--- config.mk ---
export PLATFORM = sky130hd
export DESIGN_NAME = firmware_update_request_handler_flat
export DESIGN_NICKNAME = d
export VERILOG_FILES = /design/src/hdl/fuh_pkg.sv /design/src/hdl/fuh_if.sv /design/src/hdl/fuh_front.sv /design/src/hdl/fuh_queue.sv /design/src/hdl/fuh_back.sv /design/src/hdl/firmware_update_request_handler.sv /design/src/flat_wrapper.sv
export VERILOG_INCLUDE_DIRS = /design/src /design/src/hdl
export SDC_FILE = /design/constraint.sdc
export NUM_CORES = 1
export LEC_CHECK = 0
export BUFFER_PORTS_ARGS = -buffer_cell sky130_fd_sc_hd__buf_4
export CAP_MARGIN = 20
export CORE_MARGIN = 2
export CORE_UTILIZATION = 63
export DETAILED_ROUTE_END_ITERATION = 8
export HOLD_SLACK_MARGIN = 0.03
export PLACE_DENSITY = 0.82
export SLEW_MARGIN = 0
export SYNTH_ARGS = -nofsm -noshare
export SYNTH_HDL_FRONTEND = slang
export SYNTH_SLANG_ARGS = --single-unit
--- constraint.sdc ---
create_clock -name clock -period 18.3 [get_ports clock]
set_input_delay 0 -clock clock [delete_from_list [all_inputs] [get_ports clock]]
set_output_delay 0 -clock clock [all_outputs]
set_load 0.05 [all_outputs]
--- src/hdl/assert_macros.svh ---
// ----------------------------------------------------------------------------
// Assertion macros
// Shared concurrent assertion forms; they compile to nothing for synthesis.
// ----------------------------------------------------------------------------
`ifndef ASSERT_MACROS_SVH
`define ASSERT_MACROS_SVH
`ifndef SYNTHESIS
`define ASSERT_ALWAYS(label, clk, rst, cond) \
   label: assert property (@(posedge clk) disable iff (rst) (cond)) \
      else $error("invariant violated");
`define ASSERT_IMPLY(label, clk, rst, ante, cons) \
   label: assert property (@(posedge clk) disable iff (rst) (ante) |-> (cons)) \
      else $error("implication violated");
`define ASSERT_NEXT(label, clk, rst, ante, cons) \
   label: assert property (@(posedge clk) disable iff (rst) (ante) |=> (cons)) \
      else $error("next-cycle implication violated");
`else
`define ASSERT_ALWAYS(label, clk, rst, cond)
`define ASSERT_IMPLY(label, clk, rst, ante, cons)
`define ASSERT_NEXT(label, clk, rst, ante, cons)
`endif
`endif

--- src/hdl/fuh_pkg.sv ---
// ----------------------------------------------------------------------------
// fuh_pkg
// Types and constants shared by the firmware update request handler.
// ----------------------------------------------------------------------------
`timescale 1ns / 1ps

package fuh_pkg;

   localparam logic [7:0]  FC_FIRMWARE     = 8'h50;

   localparam logic [15:0] CMD_SYNC        = 16'd1;
   localparam logic [15:0] CMD_CHECK       = 16'd2;
   localparam logic [15:0] CMD_START       = 16'd3;
   localparam logic [15:0] CMD_WRITE       = 16'd4;
   localparam logic [15:0] CMD_UPDATE      = 16'd5;

   localparam logic [1:0]  SYNC_NEEDED     = 2'd3;
   localparam logic [15:0] HEADER_BYTES    = 16'd4;
   localparam logic [31:0] PARTITION_RESET = 32'd1048576;

   localparam logic [1:0]  PHASE_IDLE      = 2'd0;
   localparam logic [1:0]  PHASE_ERASED    = 2'd1;
   localparam logic [1:0]  PHASE_WRITING   = 2'd2;
   localparam logic [1:0]  PHASE_UPDATE    = 2'd3;

   localparam logic [2:0]  RSP_BYTES_SHORT = 3'd4;
   localparam logic [2:0]  RSP_BYTES_START = 3'd5;
   localparam logic [2:0]  RSP_BYTES_WRITE = 3'd7;

   localparam logic [15:0] REPLY_PLAIN     = 16'd0;
   localparam logic [15:0] REPLY_START     = 16'd1;
   localparam logic [15:0] REPLY_WRITE     = 16'd3;

   // Operation classes decided by the front end.
   localparam logic [2:0]  OP_NONE         = 3'd0;
   localparam logic [2:0]  OP_SYNC         = 3'd1;
   localparam logic [2:0]  OP_CHECK        = 3'd2;
   localparam logic [2:0]  OP_START        = 3'd3;
   localparam logic [2:0]  OP_START_BAD    = 3'd4;
   localparam logic [2:0]  OP_WRITE        = 3'd5;
   localparam logic [2:0]  OP_WRITE_BAD    = 3'd6;
   localparam logic [2:0]  OP_UPDATE       = 3'd7;

   typedef struct packed {
      logic [2:0]  op;
      logic [15:0] command;
      logic [31:0] image_length;
      logic [15:0] packet_number;
      logic [15:0] chunk_length;
      logic        flash_ok;
   } cls_type;

   typedef struct packed {
      logic        respond;
      logic        illegal_value;
      logic [2:0]  response_bytes;
      logic [15:0] echo_command;
      logic [15:0] reply_word;
      logic [15:0] reply_packet;
      logic        reply_status;
      logic        erase_request;
      logic        write_request;
      logic [31:0] write_offset;
      logic [15:0] write_length;
      logic        update_requested;
   } rsp_type;

endpackage

--- src/hdl/fuh_if.sv ---
// ----------------------------------------------------------------------------
// fuh_if
// Handshake channels of the request handler: requests, responses, register.
// ----------------------------------------------------------------------------
`timescale 1ns / 1ps

interface fuh_req_if;
   logic        valid;
   logic        ready;
   logic [7:0]  function_code;
   logic [15:0] command;
   logic [15:0] data_length;
   logic [31:0] image_length;
   logic [15:0] packet_number;
   logic [15:0] chunk_length;
   logic        flash_ok;

   modport source (output valid, function_code, command, data_length, image_length,
                   packet_number, chunk_length, flash_ok, input ready);
   modport sink   (input valid, function_code, command, data_length, image_length,
                   packet_number, chunk_length, flash_ok, output ready);
endinterface

interface fuh_rsp_if;
   logic             valid;
   logic             ready;
   fuh_pkg::rsp_type payload;

   modport source (output valid, payload, input ready);
   modport sink   (input valid, payload, output ready);
endinterface

interface fuh_csr_if;
   logic        valid;
   logic        ready;
   logic [31:0] data;

   modport source (output valid, data, input ready);
   modport sink   (input valid, data, output ready);
endinterface

--- src/hdl/fuh_front.sv ---
// ----------------------------------------------------------------------------
// fuh_front
// Accepts request words, holds the partition size and classifies each request.
// ----------------------------------------------------------------------------
`timescale 1ns / 1ps

module fuh_front (
   input  logic             clock,
   input  logic             reset,
   fuh_req_if.sink          req_chan,
   fuh_csr_if.sink          csr_chan,
   input  logic             q_full,
   output logic             q_push,
   output fuh_pkg::cls_type q_data
);
   import fuh_pkg::*;

   logic [31:0] partition_ff;
   logic [31:0] partition_in;
   logic [16:0] expect_length;
   logic        start_bad;
   logic        write_bad;
   logic [2:0]  op;

   assign csr_chan.ready = 1'b1;
   assign partition_in   = csr_chan.valid ? csr_chan.data : partition_ff;

   always_ff @(posedge clock) begin
      if (reset) begin
         partition_ff <= PARTITION_RESET;
      end else begin
         partition_ff <= partition_in;
      end
   end

   // The header plus chunk sum is taken one bit wider so that it cannot wrap.
   assign expect_length = {1'b0, HEADER_BYTES} + {1'b0, req_chan.chunk_length};
   assign start_bad = (req_chan.data_length != HEADER_BYTES) ||
                      (req_chan.image_length > partition_ff);
   assign write_bad = (req_chan.data_length < HEADER_BYTES) ||
                      (req_chan.packet_number == 16'd0) ||
                      ({1'b0, req_chan.data_length} != expect_length);

   always_comb begin
      op = OP_NONE;
      if (req_chan.function_code == FC_FIRMWARE) begin
         unique case (req_chan.command)
            CMD_SYNC:   op = OP_SYNC;
            CMD_CHECK:  op = OP_CHECK;
            CMD_START:  op = start_bad ? OP_START_BAD : OP_START;
            CMD_WRITE:  op = write_bad ? OP_WRITE_BAD : OP_WRITE;
            CMD_UPDATE: op = OP_UPDATE;
            default:    op = OP_NONE;
         endcase
      end
   end

   assign req_chan.ready       = !q_full;
   assign q_push               = req_chan.valid && !q_full;
   assign q_data.op            = op;
   assign q_data.command       = req_chan.command;
   assign q_data.image_length  = req_chan.image_length;
   assign q_data.packet_number = req_chan.packet_number;
   assign q_data.chunk_length  = req_chan.chunk_length;
   assign q_data.flash_ok      = req_chan.flash_ok;

endmodule

--- src/hdl/fuh_queue.sv ---
// ----------------------------------------------------------------------------
// fuh_queue
// Short first-in first-out queue of classified requests between the two sides.
// ----------------------------------------------------------------------------
`timescale 1ns / 1ps

module fuh_queue #(
   parameter int DEPTH = 2
) (
   input  logic             clock,
   input  logic             reset,
   input  logic             push,
   input  fuh_pkg::cls_type push_data,
   output logic             full,
   input  logic             pop,
   output logic             valid,
   output fuh_pkg::cls_type pop_data
);
   import fuh_pkg::*;

   localparam int PTR_W = (DEPTH > 1) ? $clog2(DEPTH) : 1;
   localparam int CNT_W = $clog2(DEPTH + 1);
   localparam logic [PTR_W-1:0] LAST_SLOT = PTR_W'(DEPTH - 1);
   localparam logic [CNT_W-1:0] FULL_COUNT = CNT_W'(DEPTH);

   cls_type          slots_ff [DEPTH];
   logic [PTR_W-1:0] wr_ptr_ff;
   logic [PTR_W-1:0] wr_ptr_in;
   logic [PTR_W-1:0] rd_ptr_ff;
   logic [PTR_W-1:0] rd_ptr_in;
   logic [CNT_W-1:0] count_ff;
   logic [CNT_W-1:0] count_in;
   logic             do_push;
   logic             do_pop;

   assign full     = (count_ff == FULL_COUNT);
   assign valid    = (count_ff != '0);
   assign pop_data = slots_ff[rd_ptr_ff];
   assign do_push  = push && !full;
   assign do_pop   = pop && valid;

   always_comb begin
      wr_ptr_in = wr_ptr_ff;
      rd_ptr_in = rd_ptr_ff;
      count_in  = count_ff;
      if (do_push) begin
         wr_ptr_in = (wr_ptr_ff == LAST_SLOT) ? '0 : wr_ptr_ff + PTR_W'(1);
      end
      if (do_pop) begin
         rd_ptr_in = (rd_ptr_ff == LAST_SLOT) ? '0 : rd_ptr_ff + PTR_W'(1);
      end
      if (do_push && !do_pop) begin
         count_in = count_ff + CNT_W'(1);
      end else if (do_pop && !do_push) begin
         count_in = count_ff - CNT_W'(1);
      end
   end

   always_ff @(posedge clock) begin
      if (reset) begin
         wr_ptr_ff <= '0;
         rd_ptr_ff <= '0;
         count_ff  <= '0;
      end else begin
         wr_ptr_ff <= wr_ptr_in;
         rd_ptr_ff <= rd_ptr_in;
         count_ff  <= count_in;
      end
   end

   always_ff @(posedge clock) begin
      if (do_push) begin
         slots_ff[wr_ptr_ff] <= push_data;
      end
   end

endmodule

--- src/hdl/fuh_back.sv ---
// ----------------------------------------------------------------------------
// fuh_back
// Carries out classified requests against the loader state, one per cycle unless the response stalls.
// ----------------------------------------------------------------------------
`timescale 1ns / 1ps

module fuh_back (
   input  logic             clock,
   input  logic             reset,
   input  logic             q_valid,
   input  fuh_pkg::cls_type q_data,
   output logic             q_pop,
   fuh_rsp_if.source        rsp_chan
);
   import fuh_pkg::*;

   logic        unlocked_ff;
   logic        unlocked_in;
   logic [1:0]  sync_count_ff;
   logic [1:0]  sync_count_in;
   logic [1:0]  phase_ff;
   logic [1:0]  phase_in;
   logic [31:0] written_ff;
   logic [31:0] written_in;
   // Bytes of the image still to be written; zero means the image is complete.
   logic [31:0] remaining_ff;
   logic [31:0] remaining_in;
   logic [15:0] last_packet_ff;
   logic [15:0] last_packet_in;
   logic        rsp_valid_ff;
   logic        rsp_valid_in;
   rsp_type     rsp_data_ff;
   rsp_type     rsp_data_in;
   rsp_type     result;
   logic        take;
   logic        allowed;
   logic        chunk_fits;
   logic [15:0] clip_length;

   assign take    = q_valid && (!rsp_valid_ff || rsp_chan.ready);
   assign q_pop   = take;
   assign allowed = (q_data.op == OP_SYNC) || ((q_data.op != OP_NONE) && unlocked_ff);

   assign chunk_fits  = (remaining_ff[31:16] != 16'd0) ||
                        (remaining_ff[15:0] >= q_data.chunk_length);
   assign clip_length = chunk_fits ? q_data.chunk_length : remaining_ff[15:0];

   always_comb begin
      result         = '0;
      unlocked_in    = unlocked_ff;
      sync_count_in  = sync_count_ff;
      phase_in       = phase_ff;
      written_in     = written_ff;
      remaining_in   = remaining_ff;
      last_packet_in = last_packet_ff;
      if (allowed) begin
         unique case (q_data.op)
            OP_SYNC: begin
               if (sync_count_ff != SYNC_NEEDED) begin
                  sync_count_in = sync_count_ff + 2'd1;
               end
               unlocked_in = unlocked_ff || (sync_count_in == SYNC_NEEDED);
            end
            OP_CHECK: begin
               result.respond        = 1'b1;
               result.response_bytes = RSP_BYTES_SHORT;
               result.echo_command   = q_data.command;
               result.reply_word     = REPLY_PLAIN;
            end
            OP_START_BAD, OP_WRITE_BAD: begin
               result.respond       = 1'b1;
               result.illegal_value = 1'b1;
            end
            OP_START: begin
               written_in            = '0;
               remaining_in          = q_data.image_length;
               last_packet_in        = '0;
               result.respond        = 1'b1;
               result.response_bytes = RSP_BYTES_START;
               result.echo_command   = q_data.command;
               result.reply_word     = REPLY_START;
               if (phase_ff == PHASE_ERASED) begin
                  result.reply_status = 1'b1;
               end else begin
                  result.erase_request = 1'b1;
                  result.reply_status  = q_data.flash_ok;
                  if (q_data.flash_ok) begin
                     phase_in = PHASE_ERASED;
                  end
               end
            end
            OP_WRITE: begin
               result.respond        = 1'b1;
               result.response_bytes = RSP_BYTES_WRITE;
               result.echo_command   = q_data.command;
               result.reply_word     = REPLY_WRITE;
               // Repeated packets are acknowledged, stale ones refused.
               priority if (q_data.packet_number == last_packet_ff) begin
                  result.reply_packet = last_packet_ff;
                  result.reply_status = 1'b1;
               end else if (q_data.packet_number < last_packet_ff) begin
                  result.reply_packet = last_packet_ff;
               end else begin
                  last_packet_in      = q_data.packet_number;
                  result.reply_packet = q_data.packet_number;
                  if (remaining_ff == 32'd0) begin
                     result.reply_status = 1'b1;
                  end else begin
                     phase_in             = PHASE_WRITING;
                     result.write_request = 1'b1;
                     result.write_offset  = written_ff;
                     result.write_length  = clip_length;
                     if (q_data.flash_ok) begin
                        written_in          = written_ff + {16'd0, clip_length};
                        remaining_in        = remaining_ff - {16'd0, clip_length};
                        result.reply_status = 1'b1;
                     end
                  end
               end
            end
            OP_UPDATE: begin
               phase_in                = PHASE_UPDATE;
               result.respond          = 1'b1;
               result.response_bytes   = RSP_BYTES_SHORT;
               result.echo_command     = q_data.command;
               result.reply_word       = REPLY_PLAIN;
               result.update_requested = 1'b1;
            end
            OP_NONE: begin
               result = '0;
            end
         endcase
      end
   end

   always_comb begin
      rsp_valid_in = rsp_valid_ff;
      rsp_data_in  = rsp_data_ff;
      if (take) begin
         rsp_valid_in = 1'b1;
         rsp_data_in  = result;
      end else if (rsp_chan.ready) begin
         rsp_valid_in = 1'b0;
      end
   end

   always_ff @(posedge clock) begin
      if (reset) begin
         unlocked_ff    <= 1'b0;
         sync_count_ff  <= '0;
         phase_ff       <= PHASE_IDLE;
         written_ff     <= '0;
         remaining_ff   <= '0;
         last_packet_ff <= '0;
         rsp_valid_ff   <= 1'b0;
      end else begin
         rsp_valid_ff <= rsp_valid_in;
         if (take) begin
            unlocked_ff    <= unlocked_in;
            sync_count_ff  <= sync_count_in;
            phase_ff       <= phase_in;
            written_ff     <= written_in;
            remaining_ff   <= remaining_in;
            last_packet_ff <= last_packet_in;
         end
      end
   end

   always_ff @(posedge clock) begin
      rsp_data_ff <= rsp_data_in;
   end

   assign rsp_chan.valid   = rsp_valid_ff;
   assign rsp_chan.payload = rsp_data_ff;

endmodule

--- src/hdl/firmware_update_request_handler.sv ---
// ----------------------------------------------------------------------------
// firmware_update_request_handler: in-application-programming request handler.
// A request word passes through a queue slot and then the response register.
// Throughput: one word per cycle; the back end retires one queue entry a cycle unless the response stalls.
// Reset is synchronous; loader state and queue clear at once, no sweep needed.
// ----------------------------------------------------------------------------
`timescale 1ns / 1ps
`include "assert_macros.svh"

module firmware_update_request_handler #(
   parameter int QUEUE_DEPTH = 2
) (
   input  logic      clock,
   input  logic      reset,
   fuh_req_if.sink   req_chan,
   fuh_rsp_if.source rsp_chan,
   fuh_csr_if.sink   csr_chan
);
   import fuh_pkg::*;

   logic    q_full;
   logic    q_push;
   cls_type q_push_data;
   logic    q_pop;
   logic    q_valid;
   cls_type q_pop_data;

   fuh_front u_front (
      .clock    (clock),
      .reset    (reset),
      .req_chan (req_chan),
      .csr_chan (csr_chan),
      .q_full   (q_full),
      .q_push   (q_push),
      .q_data   (q_push_data)
   );

   fuh_queue #(
      .DEPTH (QUEUE_DEPTH)
   ) u_queue (
      .clock     (clock),
      .reset     (reset),
      .push      (q_push),
      .push_data (q_push_data),
      .full      (q_full),
      .pop       (q_pop),
      .valid     (q_valid),
      .pop_data  (q_pop_data)
   );

   fuh_back u_back (
      .clock    (clock),
      .reset    (reset),
      .q_valid  (q_valid),
      .q_data   (q_pop_data),
      .q_pop    (q_pop),
      .rsp_chan (rsp_chan)
   );

   // An accepted request is always waiting in the queue on the next cycle.
   `ASSERT_NEXT(a_push_lands, clock, reset, req_chan.valid && req_chan.ready, q_valid)
   `ASSERT_ALWAYS(a_one_flash_op, clock, reset, !(rsp_chan.valid && rsp_chan.payload.erase_request && rsp_chan.payload.write_request))
   `ASSERT_IMPLY(a_write_reply, clock, reset, rsp_chan.valid && rsp_chan.payload.write_request, rsp_chan.payload.respond && (rsp_chan.payload.response_bytes == RSP_BYTES_WRITE))
   `ASSERT_IMPLY(a_exc_plain, clock, reset, rsp_chan.valid && rsp_chan.payload.illegal_value, rsp_chan.payload.respond && (rsp_chan.payload.response_bytes == 3'd0))

endmodule
--- src/flat_wrapper.sv ---
// flat-port wrapper written by rule: the top's interface ports become plain ports
module firmware_update_request_handler_flat import fuh_pkg::*;
#(
   parameter int QUEUE_DEPTH = 2
)
  (clock, reset, req_chan_valid, req_chan_function_code, req_chan_command, req_chan_data_length, req_chan_image_length, req_chan_packet_number, req_chan_chunk_length, req_chan_flash_ok, req_chan_ready, rsp_chan_valid, rsp_chan_payload, rsp_chan_ready, csr_chan_valid, csr_chan_data, csr_chan_ready);
  fuh_req_if req_chan_i ();
  fuh_rsp_if rsp_chan_i ();
  fuh_csr_if csr_chan_i ();
  input  logic clock;
  input  logic reset;
  input wire logic [$bits(req_chan_i.valid)-1:0] req_chan_valid;
  input wire logic [$bits(req_chan_i.function_code)-1:0] req_chan_function_code;
  input wire logic [$bits(req_chan_i.command)-1:0] req_chan_command;
  input wire logic [$bits(req_chan_i.data_length)-1:0] req_chan_data_length;
  input wire logic [$bits(req_chan_i.image_length)-1:0] req_chan_image_length;
  input wire logic [$bits(req_chan_i.packet_number)-1:0] req_chan_packet_number;
  input wire logic [$bits(req_chan_i.chunk_length)-1:0] req_chan_chunk_length;
  input wire logic [$bits(req_chan_i.flash_ok)-1:0] req_chan_flash_ok;
  output wire logic [$bits(req_chan_i.ready)-1:0] req_chan_ready;
  output wire logic [$bits(rsp_chan_i.valid)-1:0] rsp_chan_valid;
  output wire logic [$bits(rsp_chan_i.payload)-1:0] rsp_chan_payload;
  input wire logic [$bits(rsp_chan_i.ready)-1:0] rsp_chan_ready;
  input wire logic [$bits(csr_chan_i.valid)-1:0] csr_chan_valid;
  input wire logic [$bits(csr_chan_i.data)-1:0] csr_chan_data;
  output wire logic [$bits(csr_chan_i.ready)-1:0] csr_chan_ready;
  assign req_chan_i.valid = req_chan_valid;
  assign req_chan_i.function_code = req_chan_function_code;
  assign req_chan_i.command = req_chan_command;
  assign req_chan_i.data_length = req_chan_data_length;
  assign req_chan_i.image_length = req_chan_image_length;
  assign req_chan_i.packet_number = req_chan_packet_number;
  assign req_chan_i.chunk_length = req_chan_chunk_length;
  assign req_chan_i.flash_ok = req_chan_flash_ok;
  assign req_chan_ready = req_chan_i.ready;
  assign rsp_chan_valid = rsp_chan_i.valid;
  assign rsp_chan_payload = rsp_chan_i.payload;
  assign rsp_chan_i.ready = rsp_chan_ready;
  assign csr_chan_i.valid = csr_chan_valid;
  assign csr_chan_i.data = csr_chan_data;
  assign csr_chan_ready = csr_chan_i.ready;
  firmware_update_request_handler #(.QUEUE_DEPTH(QUEUE_DEPTH)) u_core (.clock(clock), .reset(reset), .req_chan(req_chan_i), .rsp_chan(rsp_chan_i), .csr_chan(csr_chan_i));
endmodule
# ---- Yosys cells after proc, flatten, opt, wreduce, memory -nomap -nowiden
# Memories as Yosys holds them, arrays and structs flattened. A register that Yosys moved wholly into a read port is not among the register bits.
# Index checks and enable logic that the tools add are counted.
dict set report word_totals {
  register_bits 227
  ram_bits 168
  input_bits 142
  out_inout_bits 108
  word_cells 151
  n_memories 1
}
dict set report op_classes {
  addsub 8
  n_lt_le_gt_ge 4
  n_eq_ne 26
  n_mux 49
  n_bitwise 2
  reduce_logical 38
}
# memory depth width rd rd_clocked_by_memory_dff wr line_no
set mem_list {}
lappend mem_list {u_core.u_queue.slots_ff 2 84 1 1 1 fuh_queue.sv:26} ;# cls_type slots_ff [DEPTH];
# operator n
set ops {}
lappend ops {{$mux 32} 8}
lappend ops {{$pmux 32 s2} 2}
lappend ops {{$pmux 35 s3} 1}
lappend ops {{$mux 49} 1}
lappend ops {{$mux 16} 3}
lappend ops {{$add 32x16->32} 1}
lappend ops {{$eq 16x2->1 const B} 2}
lappend ops {{$eq 16x3->1 const B} 2}
lappend ops {{$gt 32x32->1} 1}
lappend ops {{$logic_not 32->1} 1}
lappend ops {{$pmux 16 s2} 1}
lappend ops {{$sub 32x16->32} 1}
lappend ops {{$mux 2} 11}
lappend ops {{$add 3x16->17 const A} 1}
lappend ops {{$mux 17} 1}
lappend ops {{$ne 16x17->1} 1}
lappend ops {{$eq 16x1->1 const B} 1}
lappend ops {{$eq 16x16->1} 1}
lappend ops {{$ge 16x16->1} 1}
lappend ops {{$logic_not 16->1} 1}
lappend ops {{$lt 16x16->1} 1}
lappend ops {{$lt 16x3->1 const B} 1}
lappend ops {{$mux 1} 16}
lappend ops {{$ne 16x3->1 const B} 1}
lappend ops {{30 further kinds} 66}

# ---- Longest topological paths before layout
dict set report depth {
  depth_word 9
  depth_mapped 25
  ltp_nobuf 20
}

# ---- Cells and area by module
# A second synthesis with hierarchy kept.
dict set report unflattened {
  hier_cells 1870
  area_unflattened_um2 20109.3
}
# module instances cells_per_inst area_each_um2 seq_area_each_um2
set modules_own_cells {}
lappend modules_own_cells {fuh_back 1 1178 10560.1 4394.2}
lappend modules_own_cells {fuh_queue 1 286 6296.0 5144.9}
lappend modules_own_cells {fuh_front 1 406 3253.1 640.6}

# ---- Worst setup path after synthesis
# OpenSTA, ideal clock, no wires.
dict set report synth_path {
  kind {register to register}
  start {register with a tool-made name}
  end {register u_core.u_back.written_ff[20]}
  setup_time_ns 0.136
  t_arrival_ns 5.704
  t_required_ns 18.164
  slack_ns 12.460
  path_stages_with_launch 22
  n_path_buf 5
  path_cell_list {dfxtp_1 > buf_4 > buf_2 > mux2i_1 > ha_1 > nand4_1 > or3_1 > or4_1 > nand3_2 > clkbuf_1 > clkbuf_1 > clkbuf_1 > a21oi_1 > ha_1 > nand2_1 > or3_1 > o31ai_1 > nand4_1 > a31oi_2 > nand4_1 > xor2_1 > nor2_1}
}
# element line_no
set synth_lines {}
lappend synth_lines {{end signal, assigned} fuh_back.sv:162} ;# written_ff <= written_in;
lappend synth_lines {{end, declared} fuh_back.sv:23} ;# logic [31:0] written_ff;

==> reports/summary.txt <==
top cells by area, synth - edfxtp_1, dfxtp_1, ha_1
synthesized area per cell - 10.7 µm²
adder-cell area share of the yosys netlist - 0.0597
Worst Setup End Kind - flop
Root Driver - clkbuf_16
total CTS buffers - 40
Synth Area in XOR/XNOR - 0.0322
Detailed Place HPWL - 34.5 mm
antenna-violating nets left - 0
Final Max Tran Viols - 0
core footprint - 30,300 µm²
Synth Area in Compound Gates - 0.129
Initial DRT Pass Iterations - 7
Buf/Inv on CP - 2
fin crit period - 6.99 ns
Via-to-Cell Ratio - 6.26
Setup Slack @ Placement - 11.48 ns
first-pass GRT wire length - 85.9 mm
synth-to-layout area growth - 25.1%
status - finished, final reports clean
clock buffer depth - 3
vias in the first global route - 16,000
setup ws final - 11.31 ns
cell at the slowest stage of the critical path - buf_4
DIE WIDTH - 179 µm
VDD IR max - 0.120 mV
htree depth - 2
initial antenna violation count - 2
CTS Hold Bufs - 146
Vias - 16,200
Crit Path Class - reg2reg
Fin. Hold Viols - 0
CP top delay family - simple AND/OR/NAND/NOR gates
die area - 32,000 µm²
CTS tree - built
largest family of logic cells by synthesized area - simple AND/OR/NAND/NOR gates
Setup TNS Final - 0 ns
Cell Area, Placed - 21,300 µm²
skew final - 0.0259 ns
cell taking the most area after synthesis - edfxtp_1
largest net degree at the start of global routing - 76
CTS Sinks - 380
fraction of synthesized area in multiplexers - 0.0636
FMAX - 143 MHz
final net count - 2,393
RD Place Congestion - 0.917
library cells used by synthesis - 88
Ports - 250
Iter 0 DRT Violations - 1,593
final total power - 0.00318 W
Synth warnings - 0
worst rel slew slack - 0.277
Worst EP arrival - 7.40 ns
DRT Wirelength - 56.7 mm
Cells after Synth - 1,804
HP Class - in2reg
design area - 24,100 µm²
port bufs - 234
ys async rst share - 0
unrepaired setup endpoints after global routing - no
Synth Flop Type - edfxtp_1
die height - 179 µm
Yosys reg bits - 380
mapped cell area - 19,300 µm²
CP Launch Type - flop
num rows - 64
post-cts resize count - 0
WP data required - 18.71 ns
DRC - 0
Clock transition at path regs - 0.06 ns
EDFF count, synth - 257
Synth Area in Simple Gates - 0.149
initial cell density of the core - 0.636
wire length per cell after detailed routing - 21.9 µm
layout cells sized above 1 - 0.169
Layout fillers - 1,747
Overflow after GRT - 0
Final period util - 0.382
Worst Hold Slack - 0.0888 ns
global-route usage over all layers - 0.351
register area share after synthesis - 0.528
Max-cap violations - 0
Synth top area share - 0.400
slowest stage delay, CP - 0.78 ns
number of setup buffers added after CTS - 0
Leakage - 9.58 nW
clock insertion delay at the later pin of the skew report - 0.54 ns
# setup viols final - 0
critical path, cell by cell - buf_4 -> mux2i_1 -> ha_1 -> nand4_1 -> or3_1 -> or4_1 -> nand3_2 -> buf_4 -> nor2_1 -> a21oi_1 -> ha_1 -> a21oi_1 -> o21ai_0 -> a21o_1 -> a21o_1 -> a21o_1 -> a21oi_1 -> a31oi_2 -> nand4_1 -> xor2_1 -> nor2_1
largest fanout on the critical path - 51
Slew @ Worst Pin - 1.08 ns
Pwr Density - 132 nW/µm²
[cell usage in the layout (no fill, tap or decap), types with 29 or more instances in the layout]
cell type      synthesis  routed
edfxtp_1             257     257
buf_4                 18     251
nor2_1               218     215
dlygate4sd3_1          0     146
dfxtp_1              123     122
a21oi_1              108     108
mux2i_1               96      96
nand2_1               91      91
ha_1                  88      88
inv_1                 82      81
o21ai_0               56      56
and2_1                52      52
nand3_1               50      50
clkbuf_16              0      42
nor3_1                37      37
xor2_1                36      36
xnor2_1               35      35
nor4_1                30      30
nand4_1               29      29
a211oi_1              29      29
[sequential cells by signal, indices dropped and copies added (netlist names), 16 cells and up, named ones only]
signal                          count
u_core.u_back.rsp_chan.payload     89
u_core.u_front.partition_ff        32
u_core.u_back.remaining_ff         32
u_core.u_back.last_packet_ff       16
u_core.u_queue.slots_ff           168
u_core.u_back.written_ff           32
[per-stage QoR]
| stage | utilization | instances |
|---|---|---|
| after floorplan | - | 1817 |
| after global placement | 0.702 | 2369 |
| after detailed placement | 0.702 | 2369 |
| after CTS | 0.794 | 2589 |
| after global routing | 0.795 | 2592 |
| final | 0.795 | 2592 |
[worst paths after layout]
kind	from	end	slack [ns]	cells past startpoint
max	flop	u_core.u_back.written_ff[20]	11.31	21
min reg2reg	u_core.u_back.phase_ff[1]	u_core.u_back.phase_ff[1]	0.47	2
max reg2reg	flop	u_core.u_back.written_ff[20]	11.31	21
min	req_chan_function_code[7]	u_core.u_queue.slots_ff[0][81]	0.09	4
[synthesized netlist by cell type, types with 20 or more instances]
cell type	count
nor2_1	218
edfxtp_1	257
xor2_1	36
a21o_1	26
mux2_2	20
a21oi_1	108
a211oi_1	29
inv_1	82
xnor2_1	35
o21ai_0	56
dfxtp_1	123
clkbuf_1	55
nand4_1	29
nor4_1	30
nor3_1	37
ha_1	88
mux2i_1	96
o211ai_1	21
and2_1	52
nand3_1	50
a22oi_1	26
nand2_1	91
[worst reg2reg max path: stages, from the launching register on]
cell     delay (ns)
dfxtp_4        0.75
buf_4          0.78
mux2i_1        0.84
ha_1           0.25
nand4_1        0.16
or3_1          0.48
or4_1          0.62
nand3_2        0.21
buf_4          0.43
nor2_1         0.07
a21oi_1        0.22
ha_1           0.31
a21oi_1        0.25
o21ai_0        0.13
a21o_1         0.19
a21o_1         0.17
a21o_1         0.18
a21oi_1        0.21
a31oi_2        0.23
nand4_1        0.17
xor2_1         0.16
nor2_1         0.06
[layout make-up]
class	instances	area [µm²]	area share
clock buffer	51	1110	0.0462
inverter	83	313	0.0130
multi-input combinational	1260	8440	0.350
timing repair buffer	398	3370	0.140
sequential	380	10200	0.422
antenna	1	2.50	0.000104
clock inverter	23	215	0.00891
tap	396	495	0.0205
[kinds of logic (layout without fill, tap and decap cells)]
group                    count (synthesis)  in the layout
AO/OA/AOI/OAI                          374            374
XOR/XNOR                                71             71
adder cells (fa/ha/maj)                 93             93
buffers and inverters                  177            555
flip-flops                             380            380
multiplexers                           119            119
other                                    2             16
AND/OR/NAND/NOR                        588            588
[report_power, final]
group | total [W] | switching, W | internal (W)
Combinational | 0.00120 | 0.000828 | 0.000375
Clock | 0.000818 | 0.000341 | 0.000478
Sequential | 0.00116 | 0.0000665 | 0.00110
Total | 0.00318 | 0.00123 | 0.00195
[per-layer routing]
| metal | global-route usage | vias up | wire (µm) |
|---|---|---|---|
| met2 | 0.604 | 922 | 28300 |
| met3 | 0.0645 | 228 | 4630 |
| met5 | 0 | - | 0 |
| met4 | 0.171 | 0 | 2990 |
| li1 | - | 7371 | - |
| met1 | 0.424 | 7717 | 20900 |
Note: power is estimated with default switching activity, not from simulation.
